==> config.mk <==
export PLATFORM = sky130hd
export DESIGN_NAME = servo_status_packet_checker_unit
export DESIGN_NICKNAME = d
export VERILOG_FILES = /design/src/sspc_pkg.sv /design/src/servo_status_packet_checker_unit.sv
export SDC_FILE = /design/constraint.sdc
export NUM_CORES = 1
export LEC_CHECK = 0
export ABC_AREA = 0
export BUFFER_PORTS_ARGS = -buffer_cell sky130_fd_sc_hd__clkbuf_2
export CAP_MARGIN = 20
export CORE_UTILIZATION = 65
export CTS_BUF_LIST = sky130_fd_sc_hd__clkbuf_16
export CTS_CLUSTER_SIZE = 30
export DETAILED_ROUTE_END_ITERATION = 6
export HOLD_SLACK_MARGIN = 0.06
export PLACE_DENSITY_LB_ADDON = 0.15
export SLEW_MARGIN = 10
export SYNTH_ARGS = -nofsm -noshare
export SYNTH_HDL_FRONTEND = slang
export SYNTH_SLANG_ARGS = --single-unit
export TNS_END_PERCENT = 10
==> constraint.sdc <==
create_clock -name clk -period 10.8 [get_ports clk]
set_clock_uncertainty 0.05 [all_clocks]
set_input_delay 2.16 -clock clk [delete_from_list [all_inputs] [get_ports clk]]
set_output_delay 2.16 -clock clk [all_outputs]
set_load 0.02 [all_outputs]
==> src/sspc_pkg.sv <==
// Shared types and constants for the servo status packet checker.
`timescale 1ns / 1ps

package sspc_pkg;

  localparam int MAX_PARAMS = 64;
  localparam int COUNT_W    = 7;
  localparam int IDX_W      = $clog2(MAX_PARAMS + 12);
  localparam int CFG_IDX_W  = 2;
  localparam int CFG_DATA_W = 8;

  localparam logic [CFG_IDX_W-1:0] CFG_PROTOCOL_MODE = 2'd0;
  localparam logic [CFG_IDX_W-1:0] CFG_EXPECTED_ID   = 2'd1;
  localparam logic [CFG_IDX_W-1:0] CFG_PARAM_COUNT   = 2'd2;

  localparam logic [7:0]  SYNC_BYTE    = 8'hFF;
  localparam logic [7:0]  CRC_MARK     = 8'hFD;
  localparam logic [7:0]  STATUS_INSTR = 8'h55;
  localparam logic [15:0] CRC_POLY     = 16'h8005;

  typedef struct packed {
    logic [7:0] rx_byte;
    logic       frame_start;
  } sspc_in_t;

  typedef struct packed {
    logic       param_valid;
    logic [7:0] param_byte;
    logic       packet_done;
    logic [7:0] servo_error;
    logic       response_fault;
  } sspc_out_t;

endpackage

==> src/servo_status_packet_checker_unit.sv <==
// Top level of the servo status packet checker: byte-wise header, sum and CRC-16 check.
`timescale 1ns / 1ps

// Usage
//   Input channel (in_valid/in_ready/in_data) carries one received byte per beat,
//   with frame_start marking byte 0 of a new reception. Output channel
//   (out_valid/out_ready/out_data) returns exactly one result beat per input beat:
//   pass-through parameter byte, and on the last byte of the packet the servo
//   error byte and the invalid-response flag.
//   Configuration: cfg_we/cfg_index/cfg_data write mode, expected id and
//   parameter count; write only while no beat is in flight.
// Timing
//   The result beat is registered. Throughput is one byte per cycle while out_ready
//   drains the result register: header compares, the 8-bit sum and an unrolled
//   8-step CRC-16 of one byte sit between the packet state and the result register.
// Reset
//   rst clears the packet state, loads the register defaults (sum mode, id 1,
//   no parameters) and empties the result register.
// Stall
//   While out_ready is low a held result blocks further input; in_ready stays high
//   whenever the result register is empty or is being drained in the same cycle.
module servo_status_packet_checker_unit
  import sspc_pkg::*;
(
  input  logic                  clk,
  input  logic                  rst,
  input  logic                  in_valid,
  output logic                  in_ready,
  input  sspc_in_t              in_data,
  output logic                  out_valid,
  input  logic                  out_ready,
  output sspc_out_t             out_data,
  input  logic                  cfg_we,
  input  logic [CFG_IDX_W-1:0]  cfg_index,
  input  logic [CFG_DATA_W-1:0] cfg_data
);

  localparam logic [IDX_W-1:0] IDX_SYNC0   = IDX_W'(0);
  localparam logic [IDX_W-1:0] IDX_SYNC1   = IDX_W'(1);
  localparam logic [IDX_W-1:0] IDX_TWO     = IDX_W'(2);
  localparam logic [IDX_W-1:0] IDX_THREE   = IDX_W'(3);
  localparam logic [IDX_W-1:0] IDX_FOUR    = IDX_W'(4);
  localparam logic [IDX_W-1:0] IDX_FIVE    = IDX_W'(5);
  localparam logic [IDX_W-1:0] IDX_SIX     = IDX_W'(6);
  localparam logic [IDX_W-1:0] IDX_SEVEN   = IDX_W'(7);
  localparam logic [IDX_W-1:0] IDX_EIGHT   = IDX_W'(8);
  localparam logic [IDX_W-1:0] IDX_NINE    = IDX_W'(9);
  localparam logic [IDX_W-1:0] IDX_TEN     = IDX_W'(10);

  function automatic logic [15:0] crc_byte(input logic [15:0] crc_in, input logic [7:0] b);
    logic [15:0] c;
    c = crc_in ^ {b, 8'h00};
    for (int k = 0; k < 8; k++) begin
      if (c[15]) begin
        c = {c[14:0], 1'b0} ^ CRC_POLY;
      end else begin
        c = {c[14:0], 1'b0};
      end
    end
    return c;
  endfunction

  logic               protocol_mode;
  logic [7:0]         expected_id;
  logic [COUNT_W-1:0] expected_param_count;

  logic [IDX_W-1:0]   byte_index;
  logic               header_good;
  logic [7:0]         sum_accum;
  logic [15:0]        crc_accum_reg;
  logic [7:0]         error_byte_reg;
  logic [7:0]         crc_low_received;

  logic [IDX_W-1:0]   byte_index_next;
  logic               header_good_next;
  logic [7:0]         sum_accum_next;
  logic [15:0]        crc_accum_reg_next;
  logic [7:0]         error_byte_reg_next;
  logic [7:0]         crc_low_received_next;

  logic               in_fire;
  logic [IDX_W-1:0]   n;
  logic [IDX_W-1:0]   last_idx;
  logic [IDX_W-1:0]   idx;
  logic [15:0]        crc_plen;
  logic [7:0]         b;
  logic               done_c;
  sspc_out_t          res_c;

  assign in_fire  = in_valid && in_ready;
  assign in_ready = !out_valid || out_ready;
  assign b        = in_data.rx_byte;

  assign n = (expected_param_count > COUNT_W'(MAX_PARAMS)) ? IDX_W'(MAX_PARAMS)
                                                            : IDX_W'(expected_param_count);
  assign last_idx = protocol_mode ? (n + IDX_TEN) : (n + IDX_FIVE);
  assign crc_plen = 16'(n) + 16'd4;

  always_comb begin
    logic       hg;
    logic [7:0] sum_b;
    logic [15:0] crc_b;
    logic [7:0] err_b;
    logic [7:0] low_b;
    logic       pv;
    logic       bad;

    if (in_data.frame_start) begin
      idx   = '0;
      hg    = 1'b1;
      sum_b = '0;
      crc_b = '0;
      err_b = '0;
      low_b = '0;
    end else begin
      idx   = byte_index;
      hg    = header_good;
      sum_b = sum_accum;
      crc_b = crc_accum_reg;
      err_b = error_byte_reg;
      low_b = crc_low_received;
    end

    if (protocol_mode) begin
      case (idx)
        IDX_SYNC0, IDX_SYNC1: if (b != SYNC_BYTE) hg = 1'b0;
        IDX_TWO:   if (b != CRC_MARK) hg = 1'b0;
        IDX_FOUR:  if (b != expected_id) hg = 1'b0;
        IDX_FIVE:  if (b != crc_plen[7:0]) hg = 1'b0;
        IDX_SIX:   if (b != crc_plen[15:8]) hg = 1'b0;
        IDX_SEVEN: if (b != STATUS_INSTR) hg = 1'b0;
        IDX_EIGHT: err_b = b;
        default: ;
      endcase
      pv = (idx >= IDX_NINE) && (idx < IDX_NINE + n);
    end else begin
      case (idx)
        IDX_SYNC0, IDX_SYNC1: if (b != SYNC_BYTE) hg = 1'b0;
        IDX_TWO:   if (b != expected_id) hg = 1'b0;
        IDX_THREE: if (b != 8'(n + IDX_TWO)) hg = 1'b0;
        IDX_FOUR:  err_b = b;
        default: ;
      endcase
      pv = (idx >= IDX_FIVE) && (idx < IDX_FIVE + n);
    end
    pv = pv && hg;

    done_c = (idx >= last_idx);
    bad    = 1'b0;

    byte_index_next       = idx;
    header_good_next      = hg;
    sum_accum_next        = sum_b;
    crc_accum_reg_next    = crc_b;
    error_byte_reg_next   = err_b;
    crc_low_received_next = low_b;

    res_c.param_valid    = pv;
    res_c.param_byte     = pv ? b : 8'h00;
    res_c.packet_done    = done_c;
    res_c.servo_error    = 8'h00;
    res_c.response_fault = 1'b0;

    if (done_c) begin
      if (protocol_mode) begin
        bad = ({b, low_b} != crc_b);
      end else begin
        bad = (b != ~sum_b);
      end
      if (!hg) begin
        bad = 1'b1;
      end else begin
        res_c.servo_error = err_b;
      end
      res_c.response_fault  = bad;
      byte_index_next       = '0;
      header_good_next      = 1'b1;
      sum_accum_next        = '0;
      crc_accum_reg_next    = '0;
      error_byte_reg_next   = '0;
      crc_low_received_next = '0;
    end else begin
      if (protocol_mode) begin
        if (idx + IDX_W'(1) < last_idx) begin
          crc_accum_reg_next = crc_byte(crc_b, b);
        end else begin
          crc_low_received_next = b;
        end
      end else if (idx >= IDX_TWO) begin
        sum_accum_next = sum_b + b;
      end
      byte_index_next = idx + IDX_W'(1);
    end
  end

  always_ff @(posedge clk) begin
    if (rst) begin
      protocol_mode        <= 1'b0;
      expected_id          <= 8'd1;
      expected_param_count <= '0;
      byte_index           <= '0;
      header_good          <= 1'b1;
      sum_accum            <= '0;
      crc_accum_reg        <= '0;
      error_byte_reg       <= '0;
      crc_low_received     <= '0;
      out_valid            <= 1'b0;
    end else begin
      if (cfg_we) begin
        case (cfg_index)
          CFG_PROTOCOL_MODE: protocol_mode        <= cfg_data[0];
          CFG_EXPECTED_ID:   expected_id          <= cfg_data;
          CFG_PARAM_COUNT:   expected_param_count <= cfg_data[COUNT_W-1:0];
          default: ;
        endcase
      end
      if (in_fire) begin
        byte_index       <= byte_index_next;
        header_good      <= header_good_next;
        sum_accum        <= sum_accum_next;
        crc_accum_reg    <= crc_accum_reg_next;
        error_byte_reg   <= error_byte_reg_next;
        crc_low_received <= crc_low_received_next;
        out_valid        <= 1'b1;
      end else if (out_ready) begin
        out_valid <= 1'b0;
      end
    end
  end

  always_ff @(posedge clk) begin
    if (in_fire) begin
      out_data <= res_c;
    end
  end

  a_param_zero: assert property (@(posedge clk) disable iff (rst)
    out_valid && !out_data.param_valid |-> out_data.param_byte == 8'h00)
    else $error("param_byte set without param_valid");

  a_report_only_on_done: assert property (@(posedge clk) disable iff (rst)
    out_valid && !out_data.packet_done |->
      out_data.servo_error == 8'h00 && !out_data.response_fault)
    else $error("error report outside the last byte");

  a_param_not_done: assert property (@(posedge clk) disable iff (rst)
    out_valid |-> !(out_data.param_valid && out_data.packet_done))
    else $error("parameter beat flagged as last byte");

  a_clear_after_done: assert property (@(posedge clk) disable iff (rst)
    in_fire && done_c |=> byte_index == '0 && header_good && sum_accum == 8'h00)
    else $error("packet state not cleared after last byte");

endmodule

==> reports/metrics.cfg, run 1 <==
[clock_network]
cts_tree=done
hold_buffers=0
h-tree-depth=3
ctsResizeCount=0
clk_path_buf_depth=2
clk_pin_slew_worst_paths_ps=70
cts_buffers=9
cts_sinks=84
cts_setup_buffers=0
cts_root_buf=clkbuf_16
insertion_delay_ps=350

[logic_synthesis]
yosysSeqAreaShare_pct=31.37
yosysWarnings=0
synthCells=680
syn_area_um2=5967
synth.distinct_cells=81
synth.largest_area_cell=dfxtp_1
yosys_register_bits=84
avgSynthCellArea_um2=8.775
yosys.area.top_type_share_pct=21.81
async_reset_ff_share_pct=0
synth-main-ff-cell=dfxtp_1
synth_enable_flop_cells=19
syn_nets=741
synthTopCellsByArea=dfxtp_1 22%, edfxtp_1 9.6%, xnor2_1 7.9%, ha_1 7.5%, nor2_1 4.7%

[timing]
worst_pin_slew_ps=971.4
drv_slew=0
max_freq_mhz=168.9
relSlewSlack_pct=35.24
setup_viol=0
grt_setup_unrepaired=no
hold_violations=0
fin_crit_sh_pct=54.82
period_needed_ps=5921
fin_setup_tns_ps=0

[setup_path]
critPathArrivalTime_ps=6160
cp_num_buf_inv=5
timing.rr.end=crc_accum_reg[15]
crit_family=compound AO/OA/AOI/OAI gates
crit_required_ps=11040
crit_slowest_cell=inv_1
start_kind=input pin
end_kind=flop
reg2regPathDepth=15
crit_path_frequent_cell=inv_1
reg2reg_slack_ps=5860
path_class=input pin to flop
rr_startpoint=expected_param_count[6]
critical_path.max_stage_delay_ps=600
cp_max_fo=40
cp_cell_sequence=clkbuf_2 > buf_4 > inv_1 > nand2_1 > inv_1 > ha_1 > inv_1 > xnor2_1 > ha_1 > nand2_1 > o21a_1 > o21ai_0 > o21ai_1 > o21ai_2 > a31oi_4 > nor2_4 > a22o_1

[final_layout]
fin_nets=752
drive_gt1_share_pct=12.79
syn_to_final_growth_pct=7.507
largest_reg_flops=19
n_antenna_cell=0
stdcell_count=804

[placed_design]
post-place-cells=788
gp_congestion=1.045
io_buffers=44
dp_hpwl_mm=11.03

[power_and_ir_drop]
max-vdd-ir-drop_mv=0.06646
p_total_mw=0.7502
p_per_area_nw_per_um2=116.9
p_leak_nw=2.637

[floorplan]
core_area_um2=8806
ios=45
initial_core_util_pct=67.76
fp.dieW_um=97.81
row_count=34
die-area_um2=9567
die_y_um=97.81

[routing]
wl_per_cell_um=19.42
drc=12
drtAntennaViolNets=0
wl_mm=15.61
drt-vias-per-instance=6.422
route.vias.total=5163
first_pass_iters=7
drt_iter0_markers=448

[grt]
grt_max_degree=42
antenna_found_initial=0
grt-ovfl-total=0
grt_use_total_pct=33.67
grt_pass1_wl_mm=24.91
grt_pass1_vias=4836

[worst_hold_path]
hold_path_depth=2
hold_path_class=flop to flop
holdPathEnd=sum_accum[6]
min_from=sum_accum[6]

[outcome]
outcome=finished with violations
violations=design-rule violations

[run]
max_cap_violations=0

[routing by layer]
layer / part of all wire [%] / up-vias / global-route usage [%]
li1: - / 2459 / -
met3: 6.8 / 47 / 6.156
met1: 44 / 2431 / 43.92
met4: 3.5 / 0 / 14.92
met2: 46 / 226 / 54.72
met5: 0 / - / 0
[metrics by stage]
step / area (um^2) / hold WS, ps / util [%] / setup slack, ps
3_3_place_gp: 6120 / 397.0 / 69.49 / 4875
4_1_cts: 6415 / 431.3 / 72.85 / 4974
2_1_floorplan: 5967 / 390.9 / - / 5322
6_report: 6415 / 430.3 / 72.85 / 4879
5_1_grt: 6415 / 442.1 / 72.85 / 4549
3_5_place_dp: 6120 / 417.6 / 69.49 / 4640
[cell families after synthesis]
kind of cell	share of synthesized area, %
buf+inv	5.473
simple gates	19.90
compound gates	20.65
mux	4.298
flops	31.37
xor+xnor	10.42
fa+ha+maj	7.884
[cells in the final DEF, fill, tap and decap left out, types with 17 or more instances in the layout]
cell type	n
edfxtp_1	19
clkbuf_2	44
ha_1	36
inv_1	24
a21oi_1	30
nand2_1	34
mux2i_1	20
nor2_1	74
xor2_1	17
xnor2_1	54
o21ai_0	17
a22o_1	27
nor2b_1	22
dfxtp_1	65
[worst max path at each step]
stage               cells past startpoint        from             endpoint  slack [ps]
global placement                       17  in_data[0]    crc_accum_reg[10]        4880
finish                                 17  in_data[0]    crc_accum_reg[12]        4880
detailed placement                     17  in_data[0]    crc_accum_reg[15]        4640
CTS                                    17  in_data[0]    crc_accum_reg[11]        4970
floorplan                              18  in_data[0]  crc_low_received[0]        5320
global route                           17  in_data[0]    crc_accum_reg[12]        4550
[synth_stat cells (9+ instances only)]
master and number:
nor2b_1 22, and3_1 9, ha_1 36, clkbuf_1 24, buf_2 12, nand3_1 9
xnor2_1 54, edfxtp_1 19, and2_1 10, a31oi_1 16, nand2_1 34, a22o_1 27
nand2b_1 13, mux2i_1 20, a22oi_1 9, inv_1 24, a21o_1 9, nor2_1 74
xor2_1 17, o21ai_0 17, dfxtp_1 65, a21oi_1 30
[layout make-up]
cell class | count | area (um^2)
flip-flops and latches | 84 | 1872
clock buffers | 9 | 225.2
well taps | 108 | 135.1
repair buffers | 48 | 250.2
fillers | 671 | 2391
clock inverters | 7 | 70.07
inverters | 25 | 93.84
multi-input cells | 523 | 3769
[worst min-delay path: stages (launching register included)]
cell	delay, ps
dfxtp_1	310
o21ai_0	60
a21oi_1	60
[where the power goes]
group          internal, mW  switching [mW]
sequential            0.328         0.00768
combinational        0.0403          0.0713
clock                 0.162           0.141
total                 0.531           0.220
No activity file was read; power rests on OpenSTA's default activity.
==> run 2, diff against run 1 <==
--- a/config.mk
+++ b/config.mk
@@ -8,7 +8,7 @@
 export ABC_AREA = 0
 export BUFFER_PORTS_ARGS = -buffer_cell sky130_fd_sc_hd__clkbuf_2
 export CAP_MARGIN = 20
-export CORE_UTILIZATION = 65
+export CORE_UTILIZATION = 61
 export CTS_BUF_LIST = sky130_fd_sc_hd__clkbuf_16
 export CTS_CLUSTER_SIZE = 30
 export DETAILED_ROUTE_END_ITERATION = 6
==> constraint.sdc (replaced) <==
create_clock -name clk -period 6.05 [get_ports clk]
set_clock_uncertainty 0.05 [all_clocks]
set_input_delay 1.21 -clock clk [delete_from_list [all_inputs] [get_ports clk]]
set_output_delay 1.21 -clock clk [all_outputs]
set_load 0.02 [all_outputs]
==> reports/metrics.cfg, run 2 (synthesis gave the netlist of run 1 again) <==
[final_layout]
fill_cells=787
multi_input_area_um2=3769
stdcell_count=827
final_common_cell=nor2_1
largest_reg_flops=19
utilization_pct=69.01
syn_to_final_growth_pct=8.387
drive_gt1_share_pct=13.04
n_antenna_cell=0
design_area_um2=6467
fin_nets=754
final_cell_mix=74 x nor2_1, 65 x dfxtp_1, 54 x xnor2_1, 44 x clkbuf_2, 36 x ha_1
seq_area_um2=1872

[grt]
grt_pass1_vias=4915
grt-ovfl-total=0
antenna_found_initial=0
grt_pass1_wl_mm=25.43
grt_use_total_pct=32.69
grt_max_degree=42

[setup_path]
start_kind=flop
crit_slowest_cell=dfxtp_1
crit_family=compound AO/OA/AOI/OAI gates
path_class=flop to flop
cp_cell_sequence=nand2b_1 > inv_2 > ha_1 > o21a_1 > o21ai_0 > xnor2_1 > nand2b_1 > ha_1 > a21oi_1 > o21ai_1 > a311oi_1 > nand2_1 > a211o_1 > a21oi_4 > a22o_1
cp_num_buf_inv=1
critPathArrivalTime_ps=4760
critical_path.max_stage_delay_ps=930
cp_max_fo=30
end_kind=flop
crit_required_ps=6290

[power_and_ir_drop]
p_per_area_nw_per_um2=209.1
p_leak_nw=2.653
seqPwrFrac_pct=44.3
p_total_mw=1.352
p_comb_share_pct=14.7
p_int_mw=0.9515
p_sw_share_pct=29.64
p_switching_mw=0.4009
max-vdd-ir-drop_mv=0.1442
clockPowerShare_pct=41.0

[placed_design]
io_buffers=44
dp_hpwl_mm=11.12
post-place-cells=811
place_area_um2=6161
dp_slack_ps=1454
gp_congestion=0.9805

[timing]
grt_setup_unrepaired=no
fin_ws_ps=1527
hold_violations=0
setup_viol=0
relSlewSlack_pct=34.23
worst_pin_slew_ps=986.6
fin_setup_tns_ps=0
drv_slew=0
hold_ws_ps=435.4
period_needed_ps=4523
max_freq_mhz=221.1
fin_crit_sh_pct=74.77

[run]
max_cap_violations=0

[routing]
wl_per_cell_um=19.01
drt_iter0_markers=492
first_pass_iters=5
drc=0
wl_mm=15.72
drtAntennaViolNets=0
drt-vias-per-instance=6.281
route.vias.total=5194

[floorplan]
row_count=35
core_area_um2=9371
die-area_um2=10180
die_y_um=100.9
fp.dieW_um=100.9
ios=45
initial_core_util_pct=63.67

[clock_network]
clk_pin_slew_worst_paths_ps=70
cts_root_buf=clkbuf_16
hold_buffers=0
cts_sinks=84
cts_tree=done
cts_setup_buffers=0
cts_buffers=9
clk_path_buf_depth=2
h-tree-depth=3
insertion_delay_ps=340
ctsResizeCount=0

[worst_hold_path]
hold_path_class=flop to flop

[outcome]
outcome=finished clean

## run 2: worst register-to-register path: stages (launching register included)
cell and delay [ps]:
dfxtp_1 930, nand2b_1 240, inv_2 80, ha_1 240, o21a_1 220, o21ai_0 280
xnor2_1 170, nand2b_1 140, ha_1 310, a21oi_1 130, o21ai_1 130, a311oi_1 370
nand2_1 290, a211o_1 400, a21oi_4 280, a22o_1 200
## run 2: routing by layer
layer,part of all wire [%],track usage (%),vias up
met5,0,0,-
met4,3.2,12.60,0
met3,6.0,5.062,39
met2,47,55.69,201
met1,44,41.55,2495
li1,-,-,2459
## run 2: area by class of cell
class / instances / area share, %
clock inverter: 7 / 1.257
inverter: 25 / 1.451
multi-input combinational: 523 / 58.27
tap: 129 / 2.496
sequential: 84 / 28.94
timing repair buffer: 50 / 4.101
clock buffer: 9 / 3.482
## run 2: path summary, 6_finish.rpt
kind	startpoint	to	slack (ps)	cells after the start
min	error_byte_reg[6]	error_byte_reg[6]	440	1
max	expected_param_count[6]	crc_low_received[0]	1530	15
max reg2reg	expected_param_count[6]	crc_low_received[0]	1530	15
min reg2reg	error_byte_reg[6]	error_byte_reg[6]	440	1
## run 2: power groups by stage
stage,registers (mW),logic (mW),clock network (mW)
6_report,0.599,0.199,0.554
5_1_grt,0.601,0.218,0.580
4_1_cts,0.599,0.197,0.557
3_5_place_dp,0.612,0.196,0
3_3_place_gp,0.611,0.193,0
2_1_floorplan,0.612,0.143,0
